File: src/rtl/core/dfc_pkg.sv
// Shared constants, types and the saturation function of the damped feedback comb.
// Depends on nothing; the interfaces, the controller, the datapath, the top level and the checker import it.
package dfc_pkg;

    // Storage and sample sizes.
    localparam int unsigned DFC_LINE_DEPTH = 4096;
    localparam int unsigned DFC_SAMPLE_W   = 16;
    localparam int unsigned DFC_ADDR_W     = $clog2(DFC_LINE_DEPTH);
    localparam int unsigned DFC_LEN_W      = DFC_ADDR_W + 1;

    // Register field widths.
    localparam int unsigned DFC_CFG_LEN_W  = 13;
    localparam int unsigned DFC_CFG_DLY_W  = 12;
    localparam int unsigned DFC_CFG_FB_W   = 16;
    localparam int unsigned DFC_CFG_DAMP_W = 15;
    localparam int unsigned DFC_CFG_DATA_W = 16;
    localparam int unsigned DFC_REG_IDX_W  = 2;
    localparam int unsigned DFC_LEN_RESET  = 4096;

    // Width in which lengths, delays and indexes are compared.
    localparam int unsigned DFC_IDX_A_W = (DFC_LEN_W > DFC_CFG_LEN_W) ? DFC_LEN_W : DFC_CFG_LEN_W;
    localparam int unsigned DFC_IDX_W   = (DFC_IDX_A_W > DFC_CFG_DLY_W) ? DFC_IDX_A_W
                                                                        : DFC_CFG_DLY_W;

    // Fixed-point coefficient arithmetic.
    localparam int unsigned DFC_COEF_SHIFT = 15;
    localparam int unsigned DFC_COEF_ONE   = 32768;
    localparam int unsigned DFC_COEF_W     = DFC_COEF_SHIFT + 1;
    localparam int unsigned DFC_DIFF_W     = DFC_SAMPLE_W + 1;
    localparam int unsigned DFC_PROD1_W    = DFC_COEF_W + 1 + DFC_DIFF_W;
    localparam int unsigned DFC_PROD2_W    = DFC_SAMPLE_W + DFC_CFG_FB_W;
    // The damping product is the wider one; one more bit holds the sums.
    localparam int unsigned DFC_WIDE_W     = DFC_PROD1_W + 1;

    // Register indexes on the configuration channel.
    typedef enum logic [DFC_REG_IDX_W-1:0] {
        REG_LINE_LENGTH,
        REG_DELAY_SAMPLES,
        REG_FEEDBACK,
        REG_DAMPING
    } t_reg_idx;

    // Commands from the controller to the datapath.
    typedef struct packed {
        logic accept;       // word taken: capture it and start the line read
        logic damp_mult;    // read data present: form the damping product
        logic damp_update;  // settle the damping state and the wet value
        logic commit;       // write back, advance index, load the result
        logic bypass;       // current word passes straight through
    } t_dp_cmd;

    // Status from the datapath to the controller.
    typedef struct packed {
        logic len_zero;     // line length register is zero
    } t_dp_sts;

    // Clamp a wide signed value to the sample range.
    function automatic logic signed [DFC_SAMPLE_W-1:0] dfc_sat(
        input logic signed [DFC_WIDE_W-1:0] v
    );
        logic signed [DFC_WIDE_W-1:0] hi;
        logic signed [DFC_WIDE_W-1:0] lo;
        hi = {{(DFC_WIDE_W-DFC_SAMPLE_W+1){1'b0}}, {(DFC_SAMPLE_W-1){1'b1}}};
        lo = ~hi;
        if (v > hi) begin
            return hi[DFC_SAMPLE_W-1:0];
        end else if (v < lo) begin
            return lo[DFC_SAMPLE_W-1:0];
        end
        return v[DFC_SAMPLE_W-1:0];
    endfunction

endpackage

File: src/rtl/core/dfc_ctrl.sv
// Sequencing controller of the damped feedback comb: handshakes and datapath commands.
// Depends on dfc_pkg.
module dfc_ctrl (
    input  logic              i_clk,
    input  logic              i_rst_n,
    input  logic              i_in_valid,
    output logic              o_in_ready,
    output logic              o_out_valid,
    input  logic              i_out_ready,
    input  dfc_pkg::t_dp_sts  i_sts,
    output dfc_pkg::t_dp_cmd  o_cmd
);
    import dfc_pkg::*;

    typedef enum logic [1:0] {
        ST_IDLE,
        ST_MULT,
        ST_MIX,
        ST_COMMIT
    } t_state;

    t_state r_state;
    t_state n_state;
    logic   r_in_ready;
    logic   n_in_ready;
    logic   r_out_valid;
    logic   n_out_valid;
    logic   r_bypass;
    logic   n_bypass;
    logic   in_acc;
    logic   out_free;

    assign in_acc   = i_in_valid && r_in_ready;
    // The result register can take a new word when empty or being emptied.
    assign out_free = !r_out_valid || i_out_ready;

    // Next-state and registered-output logic.
    always_comb begin
        n_state     = r_state;
        n_in_ready  = r_in_ready;
        n_bypass    = r_bypass;
        n_out_valid = r_out_valid;
        if (r_out_valid && i_out_ready) begin
            n_out_valid = 1'b0;
        end
        case (r_state)
            ST_IDLE: begin
                n_in_ready = 1'b1;
                if (in_acc) begin
                    n_in_ready = 1'b0;
                    n_bypass   = i_sts.len_zero;
                    n_state    = i_sts.len_zero ? ST_COMMIT : ST_MULT;
                end
            end
            ST_MULT: begin
                n_state = ST_MIX;
            end
            ST_MIX: begin
                n_state = ST_COMMIT;
            end
            ST_COMMIT: begin
                if (out_free) begin
                    n_out_valid = 1'b1;
                    n_in_ready  = 1'b1;
                    n_state     = ST_IDLE;
                end
            end
            default: begin
                n_state    = ST_IDLE;
                n_in_ready = 1'b0;
            end
        endcase
    end

    // State and registered outputs.
    always_ff @(posedge i_clk) begin
        if (!i_rst_n) begin
            r_state     <= ST_IDLE;
            r_in_ready  <= 1'b0;
            r_out_valid <= 1'b0;
            r_bypass    <= 1'b0;
        end else begin
            r_state     <= n_state;
            r_in_ready  <= n_in_ready;
            r_out_valid <= n_out_valid;
            r_bypass    <= n_bypass;
        end
    end

    // Commands decoded from the current state.
    always_comb begin
        o_cmd             = '0;
        o_cmd.accept      = in_acc;
        o_cmd.damp_mult   = (r_state == ST_MULT);
        o_cmd.damp_update = (r_state == ST_MIX);
        o_cmd.commit      = (r_state == ST_COMMIT) && out_free;
        o_cmd.bypass      = r_bypass;
    end

    assign o_in_ready  = r_in_ready;
    assign o_out_valid = r_out_valid;
endmodule

File: config.mk
export PLATFORM = sky130hd
export DESIGN_NAME = dfc_ctrl
export DESIGN_NICKNAME = d
export VERILOG_FILES = /design/src/rtl/core/dfc_pkg.sv /design/src/rtl/core/dfc_ctrl.sv
export SDC_FILE = /design/constraint.sdc
export NUM_CORES = 1
export LEC_CHECK = 0
export ABC_AREA = 1
export BUFFER_PORTS_ARGS = -buffer_cell sky130_fd_sc_hd__buf_2
export CELL_PAD_IN_SITES_DETAIL_PLACEMENT = 1
export CELL_PAD_IN_SITES_GLOBAL_PLACEMENT = 1
export CORE_AREA = 2 2 39 41
export CTS_CLUSTER_DIAMETER = 120
export DETAILED_ROUTE_END_ITERATION = 7
export DIE_AREA = 0 0 41 43
export PLACE_DENSITY_LB_ADDON = 0.15
export SLEW_MARGIN = 20
export SYNTH_ARGS = -nofsm -noshare
export SYNTH_HDL_FRONTEND = slang
export SYNTH_SLANG_ARGS = --single-unit
export TNS_END_PERCENT = 10
File: constraint.sdc
create_clock -name i_clk -period 2.9 [get_ports i_clk]
set_input_delay 0.435 -clock i_clk [delete_from_list [all_inputs] [get_ports i_clk]]
set_output_delay 0.435 -clock i_clk [all_outputs]
set_load 0.01 [all_outputs]
* Word level (Yosys, flattened, before mapping) *
Index checks and enable logic that the tools add are counted.

word-level totals
  latch bits = 0
  bits of input ports = 5
  memory bits (writable) = 0
  bits in read-only memories = 0
  logic and storage cells = 29
  output and inout bits = 7
  flip-flop bits (word level) = 5
  memories = 0

cells by class
  muxes and demuxes = 10
  add/subtract/negate cells = 0
  shift operators = 0
  multiply operators = 0
  eq/ne operators = 5
  bitwise operators = 0
  order comparisons = 0
  reductions and logical operators = 10
  div/mod/pow operators = 0

operator list
  cell                                                  number
  one-hot mux 2 bit (4 select lines)                    1
  2-to-1 mux 2 bit                                      3
  AND reduction 2 bit                                   3
  2-to-1 mux 1 bit                                      5
  equality test 2 bit (second input constant)           2
  != test 2 bit (second input constant)                 2
  logical AND 1 bit                                     3
  equality test 2 x 1 -> 1 bit (second input constant)  1
  logical NOT 2 bit                                     1
  one-hot mux 1 bit (2 select lines)                    1
  nonzero test 2 bit                                    1
  logical NOT 1 bit                                     1
  logical OR 1 bit                                      1

* Longest topological paths before layout *
  depth after elaboration = 4
  depth in mapped cells = 7
  gate-level depth less buffers = 7

* Worst setup path before layout *
Ideal clock, no wire load.

  path type = flip-flop to output port
  start point = reg r_state[0]
  end point = out o_cmd[1] (netlist bit)
  stages on the path, launching flop included = 4
  data arrival time = 0.814 ns
  slack = 1.651 ns
  data required time = 2.465 ns
  buffers on the path = 0
  cell sequence = dfxtp_1 ha_1 inv_1 a21oi_1

RTL lines
  element                   line            source
  start: declaration        dfc_ctrl.sv:22  t_state r_state;
  start signal: assignment  dfc_ctrl.sv:83  r_state <= n_state;
  end: declaration          dfc_ctrl.sv:11  output dfc_pkg::t_dp_cmd o_cmd

==> metrics.yaml <==
routing:
  drtIter0Drc: 2
  post-route-drc-count: 0
  wl_per_cell_um: 9.538
  vias: 329
  drt-total-wl_um: 744
  post_drt_via_cell_ratio: 4.218
  firstDrtPassIters: 4
  antenna_left: 0
run_status:
  status: "finished clean"
floorplan:
  initial_utilization_pct: 26.31
  dieArea_sq_um: 1763
  die_x_um: 41
  die_h_um: 43
  io_pins: 12
  fp-row-count: 14
  core_sq_um: 1384
sta:
  fmax_mhz: 614.8
  rsz0062_at_grt: "false"
  fin_ws_ns: 1.274
  worst_slew_pin_slew_ns: 0.1825
  drv_slew: 0
  hold_viol: 0
  relSlewSlack_pct: 87.82
  setup_viol: 0
  fin_setup_tns_ns: 0
  period_share_pct: 56.08
  min_period_ns: 1.626
  skew_ns: 0.004212
critical_path:
  cp.arrival_ns: 1.19
  worstSetupEndpointType: "output port"
  critPathKind: "flop to output port"
  cp-start-kind: "flop"
  crit_chain: "ha_1 -> inv_1 -> a21oi_1 -> buf_2"
  path_buf_inv: 2
  crit_start: "r_state[0]$_SDFFE_PN0P_"
  cp.required_ns: 2.47
  reg2reg_slack_ns: 1.68
  crit_fanout: 5
  slowest_delay_ns: 0.40
  crit_family: "flip-flops"
  slowest_stage: "dfxtp_1"
  r2r_start: "r_state[1]$_SDFFE_PN0P_"
yosys:
  yosys_warnings: 0
  post-synth-top-count-cell: "nand2_1"
  synth_seq_cells: 5
  post-synth-top-area-cell: "dfxtp_1"
  synth_top_area_share_pct: 27.49
  ys_types: 13
  synth.cell_area_sq_um: 364.1
  synth_area_per_cell_sq_um: 7.431
  synth_area_leaders: "dfxtp_1, ha_1, nand2_1"
  syn_nets: 60
  synthCells: 49
  synth-seq-area-share_pct: 27.49
  synthArstFlopShare_pct: 0
  yosys_most_used_dff: "dfxtp_1"
  synth_edf_count: 0
  netlist_top_cells_count: "nand2_1, ha_1, a21oi_1, dfxtp_1, nor2_1"
power_and_ir_drop:
  comb_power_share_pct: 52.8
  ir_worst_vdd_uv: 343.0
  cellPowerDensity_nw_per_um2: 917.9
  power_frac_seq_pct: 27.2
  p_leak_nw: 0.2491
  p_int_w: 0.0002406
  p_sw_w: 0.0001729
  p_clk_share_pct: 20.0
  swShare_pct: 41.81
flow_run:
  drv_cap: 0
layout:
  area.growth.synth_to_final_pct: 23.71
  nNetsFinal: 74
  antenna_cells: 0
  drive_above_1_share_pct: 37.10
clocking:
  cts.sink_count: 5
  clockRootBuffer: "clkbuf_4"
  clk_pin_slew_ns: 0.05
  cts_hold_buf: 0
  htree_levels: 1
  postCtsSetupBuffers: 0
  cts_tree: "done"
  cts_resized: 0
  cts_made_buffers: 3
  clk_latency_ns: 0.25
  clk_path_buf_depth: 2
placement:
  io_buffers: 11
  dp_hpwl_um: 639.9
  routabilityCongestion: 0.6775
  dp_slack_ns: 1.513
grt:
  grt.total_usage_pct: 11.96
  grt_pass1_wl_um: 1338
  grt_pass1_vias: 340
  grt.overflow.total: 0
  antenna_found_initial: 0
  grt_max_degree: 6
min_path:
  hp-start: "i_rst_n"
  hold_path_class: "input port to flop"
-- sequential cells by signal (all words and copies together), names as in the netlist --
| register | count |
|---|---|
| o_in_ready | 1 |
| o_out_valid | 1 |
| r_bypass | 1 |
| r_state | 2 |
-- cell type report --
cell class | count | area [sq um]
multi-input combinational | 35 | 209.0
sequential | 5 | 100.1
clock buffer | 4 | 26.28
fill | 188 | 933.4
inverter | 7 | 40.04
tap | 16 | 20.02
timing repair buffer | 11 | 55.05
-- logic make-up (layout without fill, tap and decap cells) --
group / Yosys count / count (layout) / share of synthesized area (%)
and+or+nand+nor: 24 / 24 / 29.90
buffers and inverters: 9 / 22 / 15.12
adders and majority gates: 6 / 6 / 20.62
AOI/OAI and AO/OA: 5 / 5 / 6.872
DFF: 5 / 5 / 27.49
-- per-stage QoR --
stage / instance area, sq um / utilization (%) / hold slack [ns] / power [W] / instances
4_1_cts: 450.4 / 32.55 / 0.4395 / 0.0004258 / 78
2_1_floorplan: 364.1 / - / 0.4357 / 0.0002857 / 49
6_report: 450.4 / 32.55 / 0.4522 / 0.0004134 / 78
5_1_grt: 450.4 / 32.55 / 0.4562 / 0.0004650 / 78
3_5_place_dp: 424.2 / 30.65 / 0.4568 / 0.0003380 / 74
3_3_place_gp: 424.2 / 30.65 / 0.4544 / 0.0003412 / 74
-- layer usage --
metal  track usage [%]  up-vias  part of all wire (%)
met5                 0        -                     0
met4             6.000        0                   1.2
met3             9.424        2                   8.7
met2             16.25       10                    46
met1             12.90      145                    44
li1                  -      172                     -
-- power groups by stage --
stage          clock [W]  combinational (W)  sequential (W)
2_1_floorplan          0           0.000171        0.000115
3_3_place_gp           0           0.000227        0.000114
3_5_place_dp           0           0.000223        0.000115
4_1_cts        0.0000881           0.000224        0.000113
5_1_grt        0.0000922           0.000255        0.000118
6_report       0.0000826           0.000218        0.000112
-- worst register-to-register path: stages (launching register included) --
cell,delay (ns)
dfxtp_1,0.37
bufinv_8,0.20
ha_1,0.27
nand2_1,0.07
nand2_1,0.04
nor2_1,0.11
nor2_1,0.06
-- cells in the final DEF (no fill, tap or decap), types with 3 or more instances in the layout --
cell	n
nor2_1	5
clkbuf_4	3
ha_1	6
inv_2	3
inv_1	3
a21oi_1	5
nand2_2	3
dfxtp_1	5
buf_2	11
nand2_1	12
-- path summary, 6_finish.rpt --
kind,endpoint,cells after the start
worst max-delay path,o_cmd[1],4
worst min-delay path,o_in_ready$_SDFFE_PN0P_,3
worst max register to register,r_state[1]$_SDFFE_PN0P_,6
worst min register to register,r_bypass$_SDFFE_PN0P_,2
No activity file was read; power rests on OpenSTA's default activity.
